### config.mk
export PLATFORM = sky130hd
export DESIGN_NAME = uart_command_frame_link
export DESIGN_NICKNAME = d
export VERILOG_FILES = /design/src/rtl/ucfl_pkg.sv /design/src/rtl/ucfl_cmd.sv /design/src/rtl/uart_command_frame_link.sv
export SDC_FILE = /design/constraint.sdc
export NUM_CORES = 1
export LEC_CHECK = 0
export BUFFER_PORTS_ARGS = -buffer_cell sky130_fd_sc_hd__buf_4
export CAP_MARGIN = 0
export CORE_MARGIN = 4
export CORE_UTILIZATION = 46
export DETAILED_ROUTE_END_ITERATION = 7
export PLACE_DENSITY = 0.72
export REMOVE_ABC_BUFFERS = 1
export SLEW_MARGIN = 20
export SYNTH_ARGS = -nofsm -noshare
export SYNTH_HDL_FRONTEND = slang
export SYNTH_SLANG_ARGS = --single-unit
### constraint.sdc
create_clock -name clk -period 7.15 [get_ports clk]
set_input_delay 1.43 -clock clk [delete_from_list [all_inputs] [get_ports clk]]
set_output_delay 1.43 -clock clk [all_outputs]
set_load 0.005 [all_outputs]
### src/rtl/ucfl_pkg.sv
package ucfl_pkg;

  localparam int FRAME_BYTES = 6;
  localparam int IDLE_CAP_MS = 1000;
  localparam int IDX_W       = $clog2(FRAME_BYTES);
  localparam int IDLE_W      = 10;
  localparam int ADDR_W      = 4;
  localparam int DATA_W      = 32;

  localparam logic [IDX_W-1:0]  LAST_INDEX = IDX_W'(FRAME_BYTES - 1);
  localparam logic [IDLE_W-1:0] IDLE_CAP   = IDLE_W'(IDLE_CAP_MS);

  localparam logic [7:0]  SYNC_BYTE = 8'h55;
  localparam logic [7:0]  HEAD_BYTE = 8'hAA;
  localparam logic [7:0]  MODE_RUN  = 8'hFF;
  localparam logic [7:0]  RUN_OFF   = 8'h00;
  localparam logic [7:0]  RUN_ON    = 8'hFF;
  localparam logic [12:0] DUTY_ONE  = 13'd4096;

  localparam logic [9:0]  GAP_RESET        = 10'd50;
  localparam logic [15:0] MIN_RPM_RESET    = 16'd1000;
  localparam logic [7:0]  RPM_GAIN_RESET   = 8'd30;
  localparam logic [7:0]  SPEED_GAIN_RESET = 8'd11;

  typedef enum logic [1:0] {
    OP_RX_BYTE = 2'd0,
    OP_TICK    = 2'd1,
    OP_TX_DONE = 2'd2
  } opcode_t;

  typedef enum logic [1:0] {
    REG_GAP        = 2'd0,
    REG_MIN_RPM    = 2'd1,
    REG_RPM_GAIN   = 2'd2,
    REG_SPEED_GAIN = 2'd3
  } reg_index_t;

  typedef struct packed {
    logic [9:0]  gap_timeout_ms;
    logic [15:0] min_rpm;
    logic [7:0]  rpm_gain;
    logic [7:0]  speed_gain;
  } cfg_t;

  typedef struct packed {
    logic [7:0]  value;
    logic [12:0] duty;
    logic [15:0] speed;
    logic [7:0]  run_state;
  } cmd_t;

endpackage

### src/rtl/ucfl_cmd.sv
module ucfl_cmd import ucfl_pkg::*; (
  input  cfg_t       cfg,
  input  logic [7:0] mode,
  input  logic [7:0] value,
  input  logic [7:0] current_value,
  input  logic       frame_error,
  input  logic       motor_ready,
  output cmd_t       cmd
);

  logic [7:0]  value_sel;
  logic [15:0] rpm;
  logic [15:0] speed;
  logic        fast_enough;

  always_comb begin
    value_sel   = (mode == MODE_RUN) ? value : 8'd0;
    rpm         = 16'(value_sel) * 16'(cfg.rpm_gain);
    speed       = 16'(value_sel) * 16'(cfg.speed_gain);
    fast_enough = (rpm >= cfg.min_rpm);
    if (frame_error) begin
      cmd.value     = current_value;
      cmd.duty      = '0;
      cmd.speed     = '0;
      cmd.run_state = RUN_OFF;
    end else begin
      cmd.value     = value_sel;
      cmd.duty      = (fast_enough && value_sel != 8'd0) ? DUTY_ONE : '0;
      cmd.speed     = fast_enough ? speed : '0;
      cmd.run_state = motor_ready ? RUN_OFF : RUN_ON;
    end
  end

endmodule

### src/rtl/uart_command_frame_link.sv
// Serial command link of a motor controller.
// Input channel (in_valid/in_ready) carries one event per request: opcode
// selects a received byte, a 1 ms tick, or a transmit-done notice, with
// rx_byte, motor_ready and alarm_flags alongside. The output channel
// (out_valid/out_ready) returns exactly one result per input request:
// tx_valid/tx_byte (reply byte to send), cmd_update/frame_bad (frame taken
// on this tick) and the current cmd_value, go_duty and cmd_speed.
// Frames are 0x55 0xAA mode value sum 0x55; the reply is
// 0x55 0xAA run_state alarm sum 0x55, one byte per tick after transmit done.
// An input register comes first, then the single-pass update that writes state
// and the result register. One request per cycle is accepted while the result
// register is empty or being taken; the rate is set by that one update stage.
// When the receiver stalls, the result register holds, and the input
// register takes one more request before in_ready drops.
// Reset (rst, synchronous) clears the frame receiver, the reply sender and
// the command, and loads gap 50 ms, min rpm 1000, rpm gain 30, speed gain 11.
// Registers sit on the APB port at 0x0, 0x4, 0x8, 0xC in that order.
module uart_command_frame_link import ucfl_pkg::*; (
  input  logic              clk,
  input  logic              rst,
  input  logic              psel,
  input  logic              penable,
  input  logic              pwrite,
  input  logic [ADDR_W-1:0] paddr,
  input  logic [DATA_W-1:0] pwdata,
  output logic [DATA_W-1:0] prdata,
  output logic              pready,
  input  logic              in_valid,
  output logic              in_ready,
  input  logic [1:0]        opcode,
  input  logic [7:0]        rx_byte,
  input  logic              motor_ready,
  input  logic [7:0]        alarm_flags,
  output logic              out_valid,
  input  logic              out_ready,
  output logic              tx_valid,
  output logic [7:0]        tx_byte,
  output logic              cmd_update,
  output logic              frame_bad,
  output logic [7:0]        cmd_value,
  output logic [12:0]       go_duty,
  output logic [15:0]       cmd_speed
);

  cfg_t cfg;

  logic       req_valid;
  logic [1:0] req_op;
  logic [7:0] req_byte;
  logic       req_ready;
  logic [7:0] req_alarm;
  logic       load;

  logic [IDX_W-1:0]  rx_index, rx_index_next;
  logic [7:0]        store1, store1_next;
  logic [7:0]        store2, store2_next;
  logic [7:0]        store3, store3_next;
  logic [7:0]        store4, store4_next;
  logic              frame_error, frame_error_next;
  logic              frame_pending, frame_pending_next;
  logic [IDLE_W-1:0] idle_ms, idle_ms_next;
  logic [IDLE_W:0]   idle_inc;
  logic              reply_trigger, reply_trigger_next;
  logic              reply_active, reply_active_next;
  logic [IDX_W-1:0]  reply_index, reply_index_next;
  logic              tx_free, tx_free_next;
  logic [7:0]        reply_mode, reply_mode_next;
  logic [7:0]        reply_alarm, reply_alarm_next;
  logic [7:0]        reply_sum, reply_sum_next;
  logic [7:0]        reply_byte;
  logic [7:0]        cmd_value_next;
  logic [12:0]       go_duty_next;
  logic [15:0]       cmd_speed_next;
  logic              tx_valid_next;
  logic [7:0]        tx_byte_next;
  logic              cmd_update_next;
  logic              frame_bad_next;
  logic              rx_bad;
  cmd_t              cmd;

  assign pready   = 1'b1;
  assign load     = req_valid && (!out_valid || out_ready);
  assign in_ready = !req_valid || load;

  always_comb begin
    unique case (reg_index_t'(paddr[3:2]))
      REG_GAP:        prdata = DATA_W'(cfg.gap_timeout_ms);
      REG_MIN_RPM:    prdata = DATA_W'(cfg.min_rpm);
      REG_RPM_GAIN:   prdata = DATA_W'(cfg.rpm_gain);
      REG_SPEED_GAIN: prdata = DATA_W'(cfg.speed_gain);
    endcase
  end

  ucfl_cmd u_cmd (
    .cfg           (cfg),
    .mode          (store2),
    .value         (store3),
    .current_value (cmd_value),
    .frame_error   (frame_error),
    .motor_ready   (req_ready),
    .cmd           (cmd)
  );

  always_comb begin
    unique case (reply_index)
      3'd0:    reply_byte = SYNC_BYTE;
      3'd1:    reply_byte = HEAD_BYTE;
      3'd2:    reply_byte = reply_mode;
      3'd3:    reply_byte = reply_alarm;
      3'd4:    reply_byte = reply_sum;
      default: reply_byte = SYNC_BYTE;
    endcase
  end

  always_comb begin
    rx_index_next      = rx_index;
    store1_next        = store1;
    store2_next        = store2;
    store3_next        = store3;
    store4_next        = store4;
    frame_error_next   = frame_error;
    frame_pending_next = frame_pending;
    idle_ms_next       = idle_ms;
    reply_trigger_next = reply_trigger;
    reply_active_next  = reply_active;
    reply_index_next   = reply_index;
    tx_free_next       = tx_free;
    reply_mode_next    = reply_mode;
    reply_alarm_next   = reply_alarm;
    reply_sum_next     = reply_sum;
    cmd_value_next     = cmd_value;
    go_duty_next       = go_duty;
    cmd_speed_next     = cmd_speed;
    tx_valid_next      = 1'b0;
    tx_byte_next       = 8'd0;
    cmd_update_next    = 1'b0;
    frame_bad_next     = 1'b0;
    idle_inc           = (IDLE_W + 1)'(idle_ms) + 1'b1;
    rx_bad             = (store1 != HEAD_BYTE) || (req_byte != SYNC_BYTE)
                         || (store4 != 8'(store2 + store3));

    case (opcode_t'(req_op))
      OP_RX_BYTE: begin
        idle_ms_next = '0;
        if (rx_index == '0) begin
          if (req_byte == SYNC_BYTE) begin
            rx_index_next = IDX_W'(1);
          end
        end else begin
          unique case (rx_index)
            3'd1:    store1_next = req_byte;
            3'd2:    store2_next = req_byte;
            3'd3:    store3_next = req_byte;
            3'd4:    store4_next = req_byte;
            default: ;
          endcase
          if (rx_index == LAST_INDEX) begin
            if (rx_bad) begin
              frame_error_next = 1'b1;
            end
            frame_pending_next = 1'b1;
            rx_index_next      = '0;
          end else begin
            rx_index_next = rx_index + 1'b1;
          end
        end
      end
      OP_TX_DONE: begin
        tx_free_next = 1'b1;
      end
      OP_TICK: begin
        if (!reply_active) begin
          if (reply_trigger) begin
            reply_trigger_next = 1'b0;
            reply_active_next  = 1'b1;
          end
        end else if (tx_free) begin
          tx_free_next  = 1'b0;
          tx_valid_next = 1'b1;
          tx_byte_next  = reply_byte;
          if (reply_index == LAST_INDEX) begin
            reply_active_next = 1'b0;
            reply_index_next  = '0;
          end else begin
            reply_index_next = reply_index + 1'b1;
          end
        end

        idle_ms_next = (idle_inc >= (IDLE_W + 1)'(IDLE_CAP)) ? IDLE_CAP
                                                             : idle_inc[IDLE_W-1:0];
        if (rx_index != '0 && idle_ms_next >= cfg.gap_timeout_ms) begin
          rx_index_next = '0;
        end

        if (frame_pending) begin
          frame_pending_next = 1'b0;
          frame_error_next   = 1'b0;
          cmd_update_next    = 1'b1;
          frame_bad_next     = frame_error;
          cmd_value_next     = cmd.value;
          go_duty_next       = cmd.duty;
          cmd_speed_next     = cmd.speed;
          reply_mode_next    = cmd.run_state;
          reply_alarm_next   = req_alarm;
          reply_sum_next     = 8'(cmd.run_state + req_alarm);
          reply_trigger_next = 1'b1;
        end
      end
      default: ;
    endcase
  end

  always_ff @(posedge clk) begin
    if (rst) begin
      cfg.gap_timeout_ms <= GAP_RESET;
      cfg.min_rpm        <= MIN_RPM_RESET;
      cfg.rpm_gain       <= RPM_GAIN_RESET;
      cfg.speed_gain     <= SPEED_GAIN_RESET;
    end else if (psel && penable && pwrite && pready) begin
      unique case (reg_index_t'(paddr[3:2]))
        REG_GAP:        cfg.gap_timeout_ms <= pwdata[9:0];
        REG_MIN_RPM:    cfg.min_rpm        <= pwdata[15:0];
        REG_RPM_GAIN:   cfg.rpm_gain       <= pwdata[7:0];
        REG_SPEED_GAIN: cfg.speed_gain     <= pwdata[7:0];
      endcase
    end
  end

  always_ff @(posedge clk) begin
    if (rst) begin
      req_valid <= 1'b0;
    end else if (in_ready) begin
      req_valid <= in_valid;
    end
  end

  always_ff @(posedge clk) begin
    if (in_valid && in_ready) begin
      req_op    <= opcode;
      req_byte  <= rx_byte;
      req_ready <= motor_ready;
      req_alarm <= alarm_flags;
    end
  end

  always_ff @(posedge clk) begin
    if (rst) begin
      out_valid <= 1'b0;
    end else if (load) begin
      out_valid <= 1'b1;
    end else if (out_ready) begin
      out_valid <= 1'b0;
    end
  end

  always_ff @(posedge clk) begin
    if (load) begin
      tx_valid   <= tx_valid_next;
      tx_byte    <= tx_byte_next;
      cmd_update <= cmd_update_next;
      frame_bad  <= frame_bad_next;
    end
  end

  always_ff @(posedge clk) begin
    if (rst) begin
      rx_index      <= '0;
      store1        <= '0;
      store2        <= '0;
      store3        <= '0;
      store4        <= '0;
      frame_error   <= 1'b0;
      frame_pending <= 1'b0;
      idle_ms       <= '0;
      reply_trigger <= 1'b0;
      reply_active  <= 1'b0;
      reply_index   <= '0;
      tx_free       <= 1'b1;
      reply_mode    <= '0;
      reply_alarm   <= '0;
      reply_sum     <= '0;
      cmd_value     <= '0;
      go_duty       <= '0;
      cmd_speed     <= '0;
    end else if (load) begin
      rx_index      <= rx_index_next;
      store1        <= store1_next;
      store2        <= store2_next;
      store3        <= store3_next;
      store4        <= store4_next;
      frame_error   <= frame_error_next;
      frame_pending <= frame_pending_next;
      idle_ms       <= idle_ms_next;
      reply_trigger <= reply_trigger_next;
      reply_active  <= reply_active_next;
      reply_index   <= reply_index_next;
      tx_free       <= tx_free_next;
      reply_mode    <= reply_mode_next;
      reply_alarm   <= reply_alarm_next;
      reply_sum     <= reply_sum_next;
      cmd_value     <= cmd_value_next;
      go_duty       <= go_duty_next;
      cmd_speed     <= cmd_speed_next;
    end
  end

endmodule

==> flow_summary.json <==
{
  "synth_area_leaders": "dfxtp_1 22%, fa_1 12%, ha_1 11%",
  "worst-r2r-setup-slack_ns": 0.52,
  "async_flop_share_pct": 0,
  "drt_iter0_drc": 791,
  "finalWorstSetupSlack_ns": 0.522,
  "drtPass1Iterations": 5,
  "status": "finished, final reports clean",
  "slew_viol_final": 0,
  "slew_headroom_pct": 27.4,
  "clkLatencyLatePin_ns": 0.46,
  "syn_avg_cell_area_sq_um": 8.82,
  "synth-simple-area-share_pct": 18.6,
  "synth_compound_area_share_pct": 12.2,
  "cts_made_buffers": 17,
  "cp_slowest_stage_delay_ns": 0.55,
  "critPathLaunch": "store2[7]",
  "ir_drop_uv": 158,
  "synth_ff_type": "dfxtp_1",
  "criticalPathCategory": "reg -> reg",
  "ys_seq_elements": 169,
  "yosysSeqAreaShare_pct": 29.4,
  "gp_congestion": 0.857,
  "syn_inst": 1421,
  "power.leakage_uw": 0.00687,
  "reg2reg_to": "cmd_speed[0]",
  "via_per_inst": 5.59,
  "finalSetupViolations": 0,
  "path_depth": 23,
  "worstPathRequired_ns": 7.50,
  "cts_hold_buffers": 0,
  "core_sq_um": 26900,
  "synth_top_family_by_area": "adder cells",
  "power_density_nw_per_um2": 149,
  "nFillCells": 2457,
  "crit_slowest_cell": "fa_1",
  "cts_tree": "built",
  "grt_remaining_overflow": 0,
  "dpl.hpwl_um": 23500,
  "htree_levels": 4,
  "synthAdderAreaFrac_pct": 23.3,
  "place_ws_ns": 0.319,
  "post-synth-top-count-cell": "nand2_1",
  "path_common_cell": "fa_1",
  "crit_end": "cmd_speed[0]",
  "maxClockFrequency_mhz": 151,
  "crit_buf_inv": 6,
  "yosysTopAreaCell": "dfxtp_1",
  "worstMarginPinSlew_ns": 1.08,
  "max_cap_violations": 0,
  "grt_antenna_before_repair": 0,
  "min_path_type": "reg -> reg",
  "grt_max_degree": 67,
  "worstPathCellList": "nand4_1 -> nor2_4 -> buf_4 -> and3_1 -> fa_1 -> fa_1 -> fa_1 -> inv_1 -> fa_1 -> inv_1 -> ha_1 -> o41ai_1 -> buf_4 -> o2111ai_1 -> buf_4 -> xor2_1 -> ha_1 -> a21o_1 -> a211o_1 -> a31oi_1 -> a311oi_4 -> buf_12 -> a32o_1",
  "layout_min_cycle_time_ns": 6.63,
  "ys_warn_count": 0,
  "clock_skew_ns": 0.0163,
  "synth.area.mux_share_pct": 4.96,
  "drc": 0,
  "synth_edf_count": 30,
  "synthXorXnorAreaFrac_pct": 3.07,
  "grt_usage_pct": 20.9,
  "crit_family": "adder cells",
  "wl_um": 31500,
  "finalNetCount": 1743,
  "clockBufferDepth": 2,
  "hp-start": "store1[7]",
  "rsz0062_at_grt": "no",
  "clk_pin_slew_ns": 0.08,
  "cts.root.buffer_cell": "clkbuf_16",
  "period_share_pct": 92.7,
  "end_kind": "register",
  "num_rows": 60,
  "ant_nets": 0,
  "reg2reg_depth": 23,
  "start_kind": "register",
  "grt_first_pass_wirelength_um": 51400,
  "fp.dieH_um": 173,
  "crit_arrival_ns": 6.98,
  "finalSetupTns_ns": 0,
  "wire_per_inst_um": 17.1,
  "syn_area_sq_um": 12500,
  "start_util_pct": 46.7,
  "synth_common_cells": "165 x nand2_1, 144 x inv_1, 139 x dfxtp_1, 115 x ha_1, 93 x nor2_1",
  "drive_above_1_share_pct": 12.3,
  "cts.sinks": 169,
  "fp.dieW_um": 173,
  "port_buffers": 97,
  "die_area_sq_um": 30000,
  "hold_violations": 0,
  "cp_max_fo": 30,
  "antenna_cells": 0,
  "yosysUniqueCellTypes": 66,
  "synth_top_area_share_pct": 22.2,
  "dr_total_vias": 10300,
  "io_pins": 145,
  "r2r-start": "store2[7]",
  "grt_pass1_vias": 10100,
  "syn_to_final_growth_pct": 13.1
}
[stage by stage]
step                      cell area, sq um  total power, uW  utilization, %  instances  hold slack [ns]
after CTS                            14200             2130            52.7       1844            0.455
after detailed placement             13500             1130            50.3       1812            0.444
after global placement               13500             1130            50.3       1812            0.440
after global routing                 14200             2180            52.8       1846            0.468
after floorplan                      12100             1060               -       1344            0.425
final                                14200             2110            52.8       1846            0.452
[cells by family (layout without fill, tap and decap cells)]
family                   after synthesis  count (layout)
AND/OR/NAND/NOR                      478             478
flip-flops                           169             169
adder cells (fa/ha/maj)              189             189
AO/OA/AOI/OAI                        239             239
XOR/XNOR                              44              44
other                                  2              29
multiplexers                          52              52
buffers and inverters                248             305
[layout by cell type, fill, tap and decap left out, types with 15 or more instances in the layout]
cell type and n:
a22o_1 15, nand2_1 165, ha_1 115, and3_1 76, nor2_1 91, o21ai_0 38
a21oi_1 92, mux2i_1 43, nand3_1 30, nor3_1 19, edfxtp_1 30, inv_1 144
xnor2_1 32, fa_1 74, dfxtp_1 139, buf_4 128, clkbuf_16 17, a211oi_1 15
and2_1 34, conb_1 29
[area by class of cell]
class,instances,area [sq um],share of cell area (%)
Clock inverter,15,218,1.53
Sequential cell,169,3680,26.0
Clock buffer,17,425,3.00
Tap cell,341,427,3.01
Multi-Input combinational cell,1031,7910,55.8
Inverter,144,541,3.81
Timing Repair Buffer,129,981,6.92
[worst min path at each step]
stage | to | slack [ns] | cells past startpoint
2_1_floorplan | store1[3] | 0.43 | 2
3_3_place_gp | store1[7] | 0.44 | 2
3_5_place_dp | store1[7] | 0.44 | 2
4_1_cts | store1[7] | 0.46 | 2
5_1_grt | store1[7] | 0.47 | 2
6_report | store1[7] | 0.45 | 2
[tightest hold or removal path, stage by stage (launching register included)]
cell,delay [ns]
dfxtp_1,0.31
nand2_1,0.05
a21oi_1,0.05
[state kept, by name, summed over array words and instances (netlist names), 2 cells and up]
register and count:
reply_alarm 8, store1 8, cmd_value 8, reply_index 3, rx_index 3, req_byte 8
idle_ms 10, req_op 2, store2 8, cfg 42, tx_byte 8, cmd_speed 16
reply_sum 8, store4 8, req_alarm 8, store3 8
[where the power goes]
group          switching (uW)  internal (uW)  total (uW)
sequential               14.5            980         995
combinational            67.2           47.3         115
clock                     510            495        1010
[per-layer routing]
metal / up-vias / global-route usage (%) / wire [um]
li1: 4928 / - / -
met3: 45 / 3.48 / 2150
met1: 5006 / 28.8 / 14100
met2: 346 / 34.1 / 14700
met5: - / 0 / 0
met4: 0 / 6.05 / 618
[repair_timing]
action,in CTS,in global routing
endpoints found under the setup margin,0,17
setup buffers,0,2
hold endpoints to repair,0,0
resized for setup,0,0
(Power assumes the default switching activity.)
